$ cat src/sv/iafp_pkg.sv
// Package for the IMU angle frame parser: frame constants and the bundle that
// carries a finished frame from the parser to the top level. No dependencies.
package iafp_pkg;

  // Frame framing bytes.
  localparam logic [7:0] HdrByte  = 8'h55;
  localparam logic [7:0] TypeByte = 8'h53;

  // Byte positions within the 11-byte frame.
  localparam logic [3:0] PosHunt      = 4'd0;
  localparam logic [3:0] PosType      = 4'd1;
  localparam logic [3:0] PosFirstData = 4'd2;
  localparam logic [3:0] PosLastKept  = 4'd7;
  localparam logic [3:0] PosLastData  = 4'd9;
  localparam logic [3:0] PosCheck     = 4'd10;

  // Number of kept payload bytes (frame bytes 2..7).
  localparam int unsigned PayloadDepth = 6;

  // Scale from raw word to degrees times 32768; yaw takes the negated scale.
  localparam logic signed [8:0] ScalePos = 9'sd180;
  localparam logic signed [8:0] ScaleNeg = -9'sd180;

  // Width of an output angle.
  localparam int unsigned AngleWidth = 24;

  // A checked frame, as raw little-endian words.
  typedef struct packed {
    logic               frame_ok;
    logic signed [15:0] roll_word;
    logic signed [15:0] pitch_word;
    logic signed [15:0] yaw_word;
  } frame_evt_t;

endpackage

$ cat src/sv/iafp_parser.sv
// Byte-level frame tracker: position counter, running checksum and payload
// store. Depends on iafp_pkg for framing constants and the frame_evt_t bundle.
module iafp_parser (
  input  logic               clk,
  input  logic               rst_n,
  input  logic               byte_accept,
  input  logic [7:0]         data_byte,
  output iafp_pkg::frame_evt_t frame_evt
);
  import iafp_pkg::*;

  logic [3:0] pos_r;
  logic [3:0] pos_nxt;
  logic [7:0] sum_r;
  logic [7:0] sum_nxt;
  logic [7:0] payload_r [PayloadDepth];
  logic       store_en;
  logic [2:0] store_idx;
  logic       check_ok;

  // Next position and checksum for the byte in this transaction.
  always_comb begin
    pos_nxt   = pos_r;
    sum_nxt   = sum_r;
    store_en  = 1'b0;
    check_ok  = 1'b0;
    store_idx = 3'(pos_r - PosFirstData);
    if (pos_r == PosType) begin
      if (data_byte == TypeByte) begin
        sum_nxt = sum_r + data_byte;
        pos_nxt = PosFirstData;
      end else if (data_byte == HdrByte) begin
        sum_nxt = data_byte;
        pos_nxt = PosType;
      end else begin
        pos_nxt = PosHunt;
      end
    end else if (pos_r inside {[PosFirstData:PosLastData]}) begin
      store_en = (pos_r <= PosLastKept);
      sum_nxt  = sum_r + data_byte;
      pos_nxt  = pos_r + 4'd1;
    end else if (pos_r == PosCheck) begin
      pos_nxt  = PosHunt;
      check_ok = (sum_r == data_byte);
    end else begin
      // Hunting for the header; unused positions behave the same way.
      if (data_byte == HdrByte) begin
        sum_nxt = data_byte;
        pos_nxt = PosType;
      end else begin
        pos_nxt = PosHunt;
      end
    end
  end

  // Control state.
  always_ff @(posedge clk) begin
    if (!rst_n) begin
      pos_r <= PosHunt;
      sum_r <= 8'd0;
    end else if (byte_accept) begin
      pos_r <= pos_nxt;
      sum_r <= sum_nxt;
    end
  end

  // Payload bytes; every entry is written within a frame before it is read.
  always_ff @(posedge clk) begin
    if (byte_accept && store_en) begin
      payload_r[store_idx] <= data_byte;
    end
  end

  // Frame event and the little-endian words it carries.
  assign frame_evt.frame_ok   = byte_accept & check_ok;
  assign frame_evt.roll_word  = {payload_r[1], payload_r[0]};
  assign frame_evt.pitch_word = {payload_r[3], payload_r[2]};
  assign frame_evt.yaw_word   = {payload_r[5], payload_r[4]};

endmodule

$ cat src/sv/imu_angle_frame_parser_top.sv
// IMU angle frame parser: takes one sensor byte per transaction and emits
// roll, pitch and negated yaw for each 11-byte angle frame with a good checksum.
// The result is registered in the output register, or in the skid register.
// Throughput: one byte per cycle; a two-entry output buffer (output register
// plus skid register) decouples the sides, so input stalls only when both hold.
// Reset (synchronous, rst_n low): hunting for the header, output buffer empty.
module imu_angle_frame_parser_top (
  input  logic                clk,
  input  logic                rst_n,
  input  logic                in_valid,
  output logic                in_stall,
  input  logic [7:0]          in_data_byte,
  output logic                out_valid,
  input  logic                out_stall,
  output logic signed [23:0]  out_roll_angle,
  output logic signed [23:0]  out_pitch_angle,
  output logic signed [23:0]  out_yaw_angle
);
  import iafp_pkg::*;

  typedef struct packed {
    logic signed [AngleWidth-1:0] roll;
    logic signed [AngleWidth-1:0] pitch;
    logic signed [AngleWidth-1:0] yaw;
  } angles_t;

  logic        in_accept;
  logic        out_fire;
  frame_evt_t  frame_evt;
  logic signed [24:0] roll_prod;
  logic signed [24:0] pitch_prod;
  logic signed [24:0] yaw_prod;
  angles_t     res;
  angles_t     out_r;
  angles_t     skid_r;
  logic        out_valid_r;
  logic        skid_valid_r;

  assign in_accept = in_valid & ~in_stall;
  assign out_fire  = out_valid_r & ~out_stall;

  // Frame tracking and checksum.
  iafp_parser u_parser (
    .clk         (clk),
    .rst_n       (rst_n),
    .byte_accept (in_accept),
    .data_byte   (in_data_byte),
    .frame_evt   (frame_evt)
  );

  // Scale raw words by 180; yaw uses the negated scale.
  assign roll_prod  = frame_evt.roll_word * ScalePos;
  assign pitch_prod = frame_evt.pitch_word * ScalePos;
  assign yaw_prod   = frame_evt.yaw_word * ScaleNeg;
  assign res.roll   = roll_prod[AngleWidth-1:0];
  assign res.pitch  = pitch_prod[AngleWidth-1:0];
  assign res.yaw    = yaw_prod[AngleWidth-1:0];

  // Output register and skid register valid bits.
  always_ff @(posedge clk) begin
    if (!rst_n) begin
      out_valid_r  <= 1'b0;
      skid_valid_r <= 1'b0;
    end else if (!out_valid_r || out_fire) begin
      if (skid_valid_r) begin
        out_valid_r  <= 1'b1;
        skid_valid_r <= 1'b0;
      end else begin
        out_valid_r <= frame_evt.frame_ok;
      end
    end else if (frame_evt.frame_ok) begin
      skid_valid_r <= 1'b1;
    end
  end

  // Output and skid payloads.
  always_ff @(posedge clk) begin
    if (!out_valid_r || out_fire) begin
      if (skid_valid_r) begin
        out_r <= skid_r;
      end else begin
        out_r <= res;
      end
    end else if (frame_evt.frame_ok) begin
      skid_r <= res;
    end
  end

  // Input stalls only while a result sits in the skid register.
  assign in_stall        = skid_valid_r;
  assign out_valid       = out_valid_r;
  assign out_roll_angle  = out_r.roll;
  assign out_pitch_angle = out_r.pitch;
  assign out_yaw_angle   = out_r.yaw;

endmodule
$ cat config.mk
export PLATFORM = sky130hd
export DESIGN_NAME = imu_angle_frame_parser_top
export DESIGN_NICKNAME = d
export VERILOG_FILES = /design/src/sv/iafp_pkg.sv /design/src/sv/iafp_parser.sv /design/src/sv/imu_angle_frame_parser_top.sv
export SDC_FILE = /design/constraint.sdc
export NUM_CORES = 1
export LEC_CHECK = 0
export ABC_AREA = 0
export BUFFER_PORTS_ARGS = -buffer_cell sky130_fd_sc_hd__buf_2
export CORE_MARGIN = 1.5
export CORE_UTILIZATION = 31
export CTS_CLUSTER_DIAMETER = 200
export DETAILED_ROUTE_END_ITERATION = 10
export PLACE_DENSITY_LB_ADDON = 0.08
export SLEW_MARGIN = 20
export SYNTH_ARGS = -nofsm -noshare
export SYNTH_HDL_FRONTEND = slang
export SYNTH_SLANG_ARGS = --single-unit
$ cat constraint.sdc
create_clock -name clk -period 12.8 [get_ports clk]
set_input_delay 1.28 -clock clk [delete_from_list [all_inputs] [get_ports clk]]
set_output_delay 1.28 -clock clk [all_outputs]
set_load 0.03 [all_outputs]
### After elaboration in Yosys (flattened, before gate mapping)

Memory sizes are Yosys's and may differ from the RTL's.
Index checks and enable logic that the tools add are counted.
Widths: inputs -> output; s select.

| cells by class | value |
|---|---|
| add/sub/neg operators | 3 |
| multipliers | 3 |
| order comparisons | 3 |
| equality and inequality tests | 6 |
| muxes and demuxes | 19 |
| bitwise logic cells | 7 |
| reduce and logical (&&, ||, !) cells | 7 |

Operators with widths:

| operator | number |
|---|---|
| $mux 72 | 1 |
| $mul 16x7->22 const B | 3 |
| $mux 8 | 5 |
| $eq 8x7->1 const B | 2 |
| $mux 4 | 3 |
| $mux 1 | 10 |
| $add 8x8->8 | 1 |
| $eq 8x8->1 | 1 |
| $add 4x1->4 const B | 1 |
| $eq 4x1->1 const B | 1 |
| $eq 4x4->1 const B | 1 |
| $ge 4x2->1 const B | 1 |
| $le 4x3->1 const B | 1 |
| $le 4x4->1 const B | 1 |
| $not 1->1 | 4 |
| $reduce_and 2->1 | 2 |
| $and 1x1->1 | 3 |
| $ne 3x1->1 const B | 1 |
| $sub 3x2->3 const B | 1 |
| $logic_and 1x1->1 | 2 |
| $reduce_or 2->1 | 1 |
| $logic_not 1->1 | 1 |
| $logic_or 1x1->1 | 1 |

| word-level totals | value |
|---|---|
| bits in registers | 146 |
| RAM bits | 48 |
| output and inout port bits | 74 |
| word-level logic and storage cells | 59 |
| memories kept | 1 |

Memories:

| memory | words | width | rd ports | clocked after Yosys merged registers in | write ports | RTL line | text |
|---|---|---|---|---|---|---|---|
| u_parser.payload_r | 6 | 8 | 6 | 0 | 1 | iafp_parser.sv:16 | `logic [7:0] payload_r [PayloadDepth];` |

### Logic depth before layout (Yosys ltp)

Gate-level depths: netlist of run 1.

| depth | value |
|---|---|
| word-level depth | 7 |
| gate-level depth with buffers | 17 |
| gate-level depth less buffers | 16 |

### Cells and area by module

A second synthesis of run 1 with hierarchy kept.

| unflattened totals | value |
|---|---|
| cells, all modules | 1232 |
| area total of the unflattened synthesis | 14151.1 µm² |

By module, submodules not included:

| module | instances | cells each | area each (µm²) |
|---|---|---|---|
| imu_angle_frame_parser_top | 1 | 1056 | 11597.4 |
| iafp_parser | 1 | 176 | 2553.7 |

### Worst setup path before layout of run 1

Ideal clock, no wire load.

| timing | value |
|---|---|
| path type | input to register |
| from | in out_stall |
| to | reg skid_r[10] in the netlist's numbering, enable pin |
| setup time | 498 ps |
| arrival time | 5882 ps |
| required time | 12302 ps |
| slack | 6420 ps |
| stages on the path | 2 |
| path buffers | 0 |
| path through | nand2_1 nor2b_1 |

| on the way | value |
|---|---|
| cells in the longest elaborated chain, start to end | 5 |

RTL lines:

| what | RTL line | text |
|---|---|---|
| start: declaration | imu_angle_frame_parser_top.sv:14 | `input logic out_stall,` |
| $not 1->1 | imu_angle_frame_parser_top.sv:40 | `assign out_fire = out_valid_r & ~out_stall;` |
| $and 1x1->1 | imu_angle_frame_parser_top.sv:40 |  |
| $logic_or 1x1->1 | imu_angle_frame_parser_top.sv:78 | `if (!out_valid_r \|\| out_fire) begin` |
| $not 1->1 (no line) | - |  |
| $reduce_and 2->1 (no line) | - |  |
| end signal: assignment | imu_angle_frame_parser_top.sv:85 | `skid_r <= res;` |
| end: declaration | imu_angle_frame_parser_top.sv:35 | `angles_t skid_r;` |

No other way between the ends.
A chain may end at the register's enable or synchronous reset.

==> impl_metrics.json, run 1 <==
{
  "status": "finished, final reports clean",
  "path_clk_slew_ps": 80,
  "viasPerCell": 4.567,
  "start_kind": "register",
  "ys_ff_latch": 194,
  "final_max_slew_viol_count": 0,
  "drive_above_1_share_pct": 16.25,
  "critPathBufInv": 3,
  "fin_tns_setup_ps": 0,
  "power_frac_clock_pct": 40.4,
  "num_rows": 76,
  "crit_chain": "inv_1, ha_1, fa_1, inv_1, fa_1, inv_1, ha_1, ha_1, a2111oi_0, o21ai_0, a21oi_1, o22ai_1, o41ai_2, xnor2_1, mux2_2",
  "combPwrFrac_pct": 7.2,
  "die_h_um": 212.2,
  "p_leak_nw": 6.513,
  "layout_common_cells": "180 x edfxtp_1, 176 x ha_1, 169 x inv_1",
  "n_antenna_cell": 0,
  "netlist.area_leader.share_pct": 39.84,
  "worstHoldStart": "skid_r[47]",
  "rsz0062_at_grt": "false",
  "critPathMaxFanout": 5,
  "r2r_end": "out_yaw_angle[22]",
  "cts.sink_count": 194,
  "clk_latency_ps": 460,
  "design_area_um2": 15260,
  "finalHoldViolCount": 0,
  "drt_wl_total_um": 27710,
  "cts_root_buffer": "clkbuf_16",
  "ys_warn_count": 0,
  "arrival_ps": 4750,
  "synth_compound_area_share_pct": 8.549,
  "cts.path.max_buffers": 2,
  "worstSetupPathType": "reg -> reg",
  "syn_inst": 1108,
  "grt_usage_pct": 13.14,
  "synth_area_per_cell_um2": 12.24,
  "synth_edf_count": 180,
  "synth_xor_area_share_pct": 4.519,
  "initial_core_util_pct": 31.43,
  "synth.yosys.seq_area_share_pct": 41.91,
  "globalRouteOverflowTotal": 0,
  "place_congestion": 0.7781,
  "slowest_delay_ps": 510,
  "antenna_left": 0,
  "hold_ws_ps": 535.9,
  "cts_inserted_buffers": 17,
  "hold-path-endpoint": "out_pitch_angle[23]",
  "skew_ps": 10.21,
  "syn_area_um2": 13570,
  "rr_worst_depth": 15,
  "fillers": 4350,
  "power.internal_mw": 1.016,
  "h-tree-depth": 4,
  "switching_share_pct": 24.18,
  "cap_violations": 0,
  "grt_pass1_vias": 8630,
  "ir_drop_mv": 0.06537,
  "r2r-start": "u_parser.payload_r[4][3]",
  "drt_iter0_drc": 346,
  "crit_family": "adder cells",
  "area_delta_synth_final_pct": 12.45,
  "hold_path_class": "reg -> reg",
  "synth_cell_types": 64,
  "drc": 0,
  "final_nets": 1463,
  "dieArea_um2": 45030,
  "power_switching_mw": 0.3240,
  "yosys.area.top_type": "edfxtp_1",
  "drt_first_pass_iters": 4,
  "synthAdderAreaFrac_pct": 28.33,
  "period_needed_ps": 4537,
  "synth_top_family_by_area": "adder cells",
  "slew_headroom_pct": 33.31,
  "crit_path_end_kind": "register",
  "async_reset_ff_share_pct": 0,
  "layout_commonest_cell": "edfxtp_1",
  "crit_required_ps": 13010,
  "min_path_cells": 2,
  "powerDensity_nw_per_um2": 87.81,
  "total_power_mw": 1.340,
  "die_w_um": 212.2,
  "finalSetupViolCount": 0,
  "seqPwrFrac_pct": 52.4,
  "yosys.area_share.simple_pct": 5.653,
  "muxShareOfSynthArea_pct": 5.451,
  "cts.repair.resized": 0,
  "startpoint": "u_parser.payload_r[4][3]",
  "port_buffers": 79,
  "cp_slowest_cell": "fa_1",
  "worstMarginPinSlew_ps": 1000,
  "cts_hold_buf": 0,
  "routedWlPerCell_um": 15.47,
  "antenna_found_initial": 0,
  "vias": 8180,
  "dp_hpwl_um": 20320,
  "postCtsSetupBuffers": 0,
  "core_area_um2": 43170,
  "ff2ff_setup_slack_ps": 8260,
  "min_period_over_period_pct": 35.45,
  "synth_area_leaders": "edfxtp_1 40%, ha_1 16%, fa_1 12%",
  "place_area_um2": 14680,
  "cts_tree": "yes",
  "synth_top_flop_cell": "edfxtp_1",
  "pin_count": 86,
  "max_freq_mhz": 220.4,
  "grt_first_pass_wirelength_um": 45680,
  "grt_max_degree": 69
}
synth_stat cells, drive strengths merged (9+ instances only):
| cell | instances |
|---|---|
| xor2 | 15 |
| xnor2 | 55 |
| o21bai | 9 |
| fa | 82 |
| o21a | 9 |
| edfxtp | 180 |
| mux2 | 63 |
| nand3 | 11 |
| nor3 | 15 |
| a21oi | 42 |
| inv | 169 |
| nor2b | 10 |
| nor4 | 9 |
| o21ai | 31 |
| nand2 | 31 |
| ha | 176 |
| dfxtp | 14 |
| nor2 | 40 |
| a21o | 20 |
| clkbuf | 19 |
metrics by stage:
stage,instances,util [%],worst slack (ps)
final,1791,35.34,8263
after global routing,1791,35.34,7892
after CTS,1791,35.34,8274
after detailed placement,1759,34.00,8317
after global placement,1759,33.98,8293
after floorplan,1113,-,6420
flip-flops by register name (all words and copies together), names as in the netlist:
name	flops
out_yaw_angle	22
u_parser.payload_r	48
u_parser.pos_r	4
u_parser.sum_r	8
in_stall	1
out_pitch_angle	22
skid_r	66
out_roll_angle	22
out_valid	1
worst max-delay path by stage:
stage                     cells after the start                  to  slack (ps)
after floorplan                               2          skid_r[10]        6420
after global placement                       16  out_roll_angle[23]        8290
after detailed placement                     16  out_roll_angle[21]        8320
after CTS                                    16  out_roll_angle[23]        8270
after global routing                         13   out_yaw_angle[22]        7890
final                                        15   out_yaw_angle[22]        8260
cells by family (layout without fill, tap and decap cells):
logic type / Yosys count / count (layout)
other: 1 / 6
XOR/XNOR: 70 / 70
adder cells (fa/ha/maj): 258 / 258
buffers and inverters: 195 / 288
flip-flops: 194 / 194
AO/OA/AOI/OAI: 171 / 171
AND/OR/NAND/NOR: 153 / 153
multiplexers: 66 / 66
power groups by stage:
| stage | sequential (mW) | combinational, mW | clock, mW |
|---|---|---|---|
| 2_1_floorplan | 0.731 | 0.0555 | 0 |
| 3_3_place_gp | 0.716 | 0.0972 | 0 |
| 3_5_place_dp | 0.716 | 0.0967 | 0 |
| 4_1_cts | 0.702 | 0.0976 | 0.565 |
| 5_1_grt | 0.703 | 0.108 | 0.583 |
| 6_report | 0.702 | 0.0960 | 0.542 |
layout make-up:
| type | instances | area, um^2 | area share [%] |
|---|---|---|---|
| Multi-Input combinational cell | 724 | 7166 | 46.97 |
| Sequential cell | 194 | 5689 | 37.29 |
| Tap cell | 585 | 732.0 | 4.798 |
| Inverter | 169 | 634.4 | 4.158 |
| Timing Repair Buffer | 87 | 455.4 | 2.985 |
| Clock buffer | 19 | 452.9 | 2.969 |
| Clock inverter | 13 | 126.4 | 0.8283 |
worst min-delay path: cells and delay by family, from the launching register on:
family | cells | cell delay [ps]
compound gates | 1 | 60
flops | 1 | 320
simple gates | 1 | 50
metal layers:
metal / track usage [%] / wire length, um
met3: 1.920 / 634
met1: 17.92 / 13710
met4: 4.704 / 468
met5: 0 / 0
met2: 21.20 / 12900
(Power assumes the default switching activity.)
==> run 2, diff against run 1 <==
- clock period: 12.8 -> 4.6 ns (I/O delays scaled with it)
==> run 2 against run 1 <==
  * Sequential share of layout area down 0.55 points
  * Fmax rose by 3.7%
  * Utilization grew 0.53 points
  * Worst setup slack worse by 8000 ps
  * Critical path type unchanged
  * Clock skew shrank 1.7 ps
  * Total power rose to 2.8 times the previous value
  * Critical path depth decreased by 1
  * Hold slack got worse by 140 ps
  * Via count is 1.1% higher
  * First-iteration DRC count grew 2.3%
  * Largest power group unchanged
==> impl_metrics.json, run 2 (synthesized netlist as in run 1, its figures left out) <==
{
  "globalRouteOverflowTotal": 0,
  "top_regs": "skid_r: 66 flops, u_parser.payload_r: 48 flops",
  "period_needed_ps": 4377,
  "worstMarginPinSlew_ps": 866.5,
  "cts.sink_count": 194,
  "dieArea_um2": 45030,
  "r2r-start": "u_parser.payload_r[0][5]",
  "routedWlPerCell_um": 15.16,
  "grt_max_degree": 61,
  "finish.utilization_pct": 35.87,
  "final_max_slew_viol_count": 0,
  "r2r_end": "out_roll_angle[20]",
  "drt_iter0_drc": 354,
  "place_congestion": 0.7766,
  "powerDensity_nw_per_um2": 245.1,
  "finalSetupViolCount": 0,
  "status": "finished, final reports clean",
  "min_period_over_period_pct": 95.16,
  "h-tree-depth": 4,
  "layout_common_cells": "180 x edfxtp_1, 175 x ha_1, 169 x inv_1",
  "critPathMaxFanout": 4,
  "arrival_ps": 4710,
  "n_antenna_cell": 0,
  "initial_core_util_pct": 31.43,
  "cts_root_buffer": "clkbuf_16",
  "slowest_delay_ps": 540,
  "dp_hpwl_um": 20590,
  "ir_drop_mv": 0.2408,
  "largest_reg_flops": 66,
  "hold_path_class": "in -> reg",
  "crit_required_ps": 4930,
  "total_power_mw": 3.795,
  "pin_count": 86,
  "max_freq_mhz": 228.4,
  "core_area_um2": 43170,
  "drc": 0,
  "vias": 8271,
  "area_delta_synth_final_pct": 14.13,
  "rr_worst_depth": 14,
  "fillers": 4374,
  "regMostFlops": "skid_r",
  "slew_headroom_pct": 42.23,
  "num_rows": 76,
  "ff2ff_setup_slack_ps": 220,
  "cp_slowest_cell": "fa_1",
  "grt_first_pass_wirelength_um": 45170,
  "layout_commonest_cell": "edfxtp_1",
  "cts_inserted_buffers": 17,
  "die_h_um": 212.2,
  "worstSetupPathType": "reg -> reg",
  "antenna_found_initial": 0,
  "grt_pass1_vias": 8561,
  "drive_above_1_share_pct": 18.19,
  "antenna_left": 0,
  "skew_ps": 8.549,
  "crit_top_cell": "ha_1",
  "grt_usage_pct": 12.96,
  "finalHoldViolCount": 0,
  "cts_tree": "yes",
  "viasPerCell": 4.567,
  "min_path_cells": 1,
  "start_kind": "register",
  "die_w_um": 212.2,
  "crit_path_end_kind": "register",
  "drt_first_pass_iters": 4,
  "cts_hold_buf": 0,
  "worstHoldStart": "in_data_byte[7]",
  "cts.path.max_buffers": 2,
  "path_clk_slew_ps": 80,
  "port_buffers": 79,
  "cap_violations": 0,
  "hold-path-endpoint": "u_parser.payload_r[5][7]",
  "final_nets": 1483,
  "drt_wl_total_um": 27460,
  "crit_chain": "ha_1, ha_1, fa_1, inv_1, fa_1, inv_1, ha_1, o21a_1, o2111ai_1, o21bai_4, a21oi_1, o311a_1, or4b_1, nand3_1",
  "p_leak_nw": 6.630,
  "clk_latency_ps": 460
}
run 2: changes by cell type in the layout (fill, tap and decap cells not counted), sizes merged:
cell      delta
clkbuf       -1
buf         +20
clkinv       -2
clkinvlp     -1
bufinv       +1
inv          +3
run 2: where the power goes:
part / internal, mW / leakage [nW] / switching, mW
Combinational: 0.102 / 4.50 / 0.169
Sequential: 1.94 / 1.84 / 0.0108
Clock: 0.835 / 0.290 / 0.736
Total: 2.88 / 6.63 / 0.917
run 2: cell type report:
type / count / area (um^2) / area share, %
Tap cell: 585 / 732.0 / 4.727
Clock buffer: 18 / 439.2 / 2.836
Clock inverter: 14 / 168.9 / 1.091
Sequential cell: 194 / 5689 / 36.74
Multi-Input combinational cell: 724 / 7202 / 46.51
Timing Repair Buffer: 107 / 618.1 / 3.992
Inverter: 169 / 634.4 / 4.097
run 2: through the flow:
stage	setup TNS [ps]	worst slack [ps]	cell area [um^2]	hold WS (ps)	std cells
after CTS	0	77.41	15380	371.4	1803
final	0	222.6	15480	395.1	1811
after global placement	0	115.6	14770	506.7	1771
after floorplan	0	469.4	13590	498.4	1113
after global routing	-10.05	-10.05	15480	379.6	1811
after detailed placement	0	90.47	14770	518.0	1771
run 2: worst max path at each step:
| stage | to | start |
|---|---|---|
| floorplan | out_yaw_angle[22] | u_parser.payload_r[4][1] |
| global placement | out_roll_angle[21] | u_parser.payload_r[1][6] |
| detailed placement | out_yaw_angle[20] | u_parser.payload_r[4][3] |
| CTS | out_yaw_angle[22] | u_parser.payload_r[4][3] |
| global route | out_roll_angle[20] | u_parser.payload_r[0][5] |
| finish | out_roll_angle[20] | u_parser.payload_r[0][5] |
run 2: timing repair:
item / 4_1_cts / 5_1_grt
setup buffers: 0 / 8
gates resized for setup: 0 / 10
endpoints found under the setup margin: 0 / 10
run 2: worst max-delay path, delay by kind of cell, from the launching register on:
kind | cells | cell delay, ps
AND/OR/NAND/NOR | 2 | 550
AO/OA/AOI/OAI | 5 | 1190
buffers and inverters | 2 | 90
flip-flops | 1 | 440
adder cells (fa/ha/maj) | 5 | 1980
run 2: per-layer routing:
layer  track usage [%]  routed length, um
met5                 0                  0
met3             2.378                854
met4             4.089                380
met2             20.94              12770
met1             17.57              13460
==> run 3, diff against run 2 <==
- clock period: 4.6 -> 4.5 ns (I/O delays scaled with it)
==> run 3 against run 2 <==
  * Design area grew 1.2%
  * Clock power is 4% higher
  * Via count rose by 0.29%
  * Total power is 3.2% higher
  * Critical path depth grew 1
  * Die area unchanged
  * Cell count is 0.77% higher
  * Global-route usage is 0.10 points higher
  * Combinational power increased by 5%
  * Sequential power rose by 3%
  * Largest power group unchanged
  * Highest routed layer unchanged
==> impl_metrics.json, run 3 (synthesized netlist as in run 1, its figures left out) <==
{
  "finalHoldViolCount": 0,
  "r2r-start": "u_parser.payload_r[0][4]",
  "path_clk_slew_ps": 80,
  "cts.sink_count": 194,
  "clk_latency_ps": 460,
  "grt_max_degree": 53,
  "min_period_over_period_pct": 96.76,
  "drc": 0,
  "top_regs": "skid_r: 66 flops, u_parser.payload_r: 48 flops",
  "antenna_found_initial": 1,
  "final_max_slew_viol_count": 0,
  "slew_headroom_pct": 45.49,
  "start_kind": "register",
  "layout_commonest_cell": "edfxtp_1",
  "dp_cells": 1777,
  "crit_path_end_kind": "register",
  "hold_path_class": "in -> reg",
  "worstMarginPinSlew_ps": 816.0,
  "drt_iter0_drc": 330,
  "p_leak_nw": 6.701,
  "h-tree-depth": 4,
  "regMostFlops": "skid_r",
  "largest_reg_flops": 66,
  "ir_drop_mv": 0.2123,
  "cap_violations": 0,
  "worstHoldStart": "in_data_byte[0]",
  "worstSetupPathType": "reg -> reg",
  "grt_usage_pct": 13.07,
  "critPathMaxFanout": 4,
  "vias": 8295,
  "drive_above_1_share_pct": 19.77,
  "skew_ps": 8.716,
  "powerDensity_nw_per_um2": 250.0,
  "max_freq_mhz": 229.7,
  "cts_inserted_buffers": 17,
  "instances_no_fill": 1825,
  "num_rows": 76,
  "routedWlPerCell_um": 15.27,
  "crit_required_ps": 4820,
  "cts_tree": "yes",
  "ff2ff_setup_slack_ps": 150,
  "rr_worst_depth": 15,
  "port_buffers": 79,
  "status": "finished, final reports clean",
  "core_area_um2": 43170,
  "cp_slowest_cell": "fa_1",
  "die_h_um": 212.2,
  "cts_hold_buf": 0,
  "pin_count": 86,
  "initial_core_util_pct": 31.43,
  "arrival_ps": 4680,
  "globalRouteOverflowTotal": 0,
  "r2r_end": "out_roll_angle[20]",
  "cts_root_buffer": "clkbuf_16",
  "crit_chain": "buf_4, ha_1, ha_1, inv_1, fa_1, inv_1, fa_1, ha_4, and3_1, a221o_1, o21bai_4, a21oi_1, o311a_1, or4b_1, nand3_1",
  "fillers": 4309,
  "finalSetupViolCount": 0,
  "total_power_mw": 3.917,
  "period_needed_ps": 4354,
  "rsz0062_at_grt": "true",
  "die_w_um": 212.2,
  "cts.path.max_buffers": 2,
  "slowest_delay_ps": 530,
  "grt_first_pass_wirelength_um": 45240,
  "min_path_cells": 1,
  "final_nets": 1496,
  "layout_common_cells": "180 x edfxtp_1, 171 x ha_1, 169 x inv_1",
  "viasPerCell": 4.545,
  "area_delta_synth_final_pct": 15.46,
  "endpoint": "out_roll_angle[20]",
  "dieArea_um2": 45030,
  "place_congestion": 0.7786,
  "drt_wl_total_um": 27860,
  "startpoint": "u_parser.payload_r[0][4]",
  "dp_hpwl_um": 20660,
  "grt_pass1_vias": 8540,
  "drt_first_pass_iters": 5,
  "antenna_left": 0
}
[run 3: cell types whose count changed in the layout (fill, tap and decap cells not counted), sizes merged]
cell / delta
buf: +13
diode: +1
bufinv: +1
inv: -1
clkbuf: +1
clkinvlp: -1
[run 3: repair_timing]
item / CTS / global route
endpoints found under the setup margin: 3 / 18
gates resized for setup: 2 / 20
pin swaps: 0 / 7
setup buffers: 0 / 15
[run 3: worst max-delay path, delay by kind of cell (launching register included)]
| kind | cells | cell delay (ps) |
|---|---|---|
| simple gates | 3 | 690 |
| compound gates | 4 | 1070 |
| fa+ha+maj | 5 | 1770 |
| flops | 1 | 430 |
| buf+inv | 3 | 260 |
[run 3: how the worst min path moves through the flow]
stage                          endpoint
2_1_floorplan       out_pitch_angle[19]
3_3_place_gp          out_yaw_angle[16]
3_5_place_dp          out_yaw_angle[16]
4_1_cts        u_parser.payload_r[0][1]
5_1_grt        u_parser.payload_r[3][0]
6_report       u_parser.payload_r[3][0]
[run 3: power by group]
| part | internal [mW] | total, mW | switching (mW) |
|---|---|---|---|
| Combinational | 0.109 | 0.285 | 0.175 |
| Sequential | 1.98 | 2.00 | 0.0113 |
| Clock | 0.901 | 1.64 | 0.735 |
| Total | 2.99 | 3.92 | 0.922 |
[run 3: cell type report]
type	instances	area (um^2)	area share, %
Tap cell	585	732.0	4.673
Sequential cell	194	5689	36.32
Inverter	169	634.4	4.050
Antenna cell	1	2.502	0.01598
Timing Repair Buffer	120	715.7	4.569
Clock buffer	19	442.9	2.828
Clock inverter	13	171.4	1.094
Multi-Input combinational cell	724	7276	46.45
[run 3: routing by layer]
layer	part of all wire [%]	up-vias	GRT usage, %
li1	-	4134	-
met1	50	4050	18.06
met2	46	95	20.77
met3	2.8	16	2.363
met4	1.3	0	3.990
met5	0	-	0
[run 3: through the flow]
stage	hold WS, ps	worst slack [ps]	instance area, um^2	utilization (%)	setup TNS [ps]
after floorplan	498.4	369.4	13590	-	0
after global placement	509.3	11.08	14820	34.33	0
after detailed placement	512.8	-16.60	14820	34.33	-16.60
after CTS	362.3	15.31	15440	35.76	0
after global routing	366.5	-17.01	15660	36.28	-29.75
final	384.6	145.9	15660	36.28	0
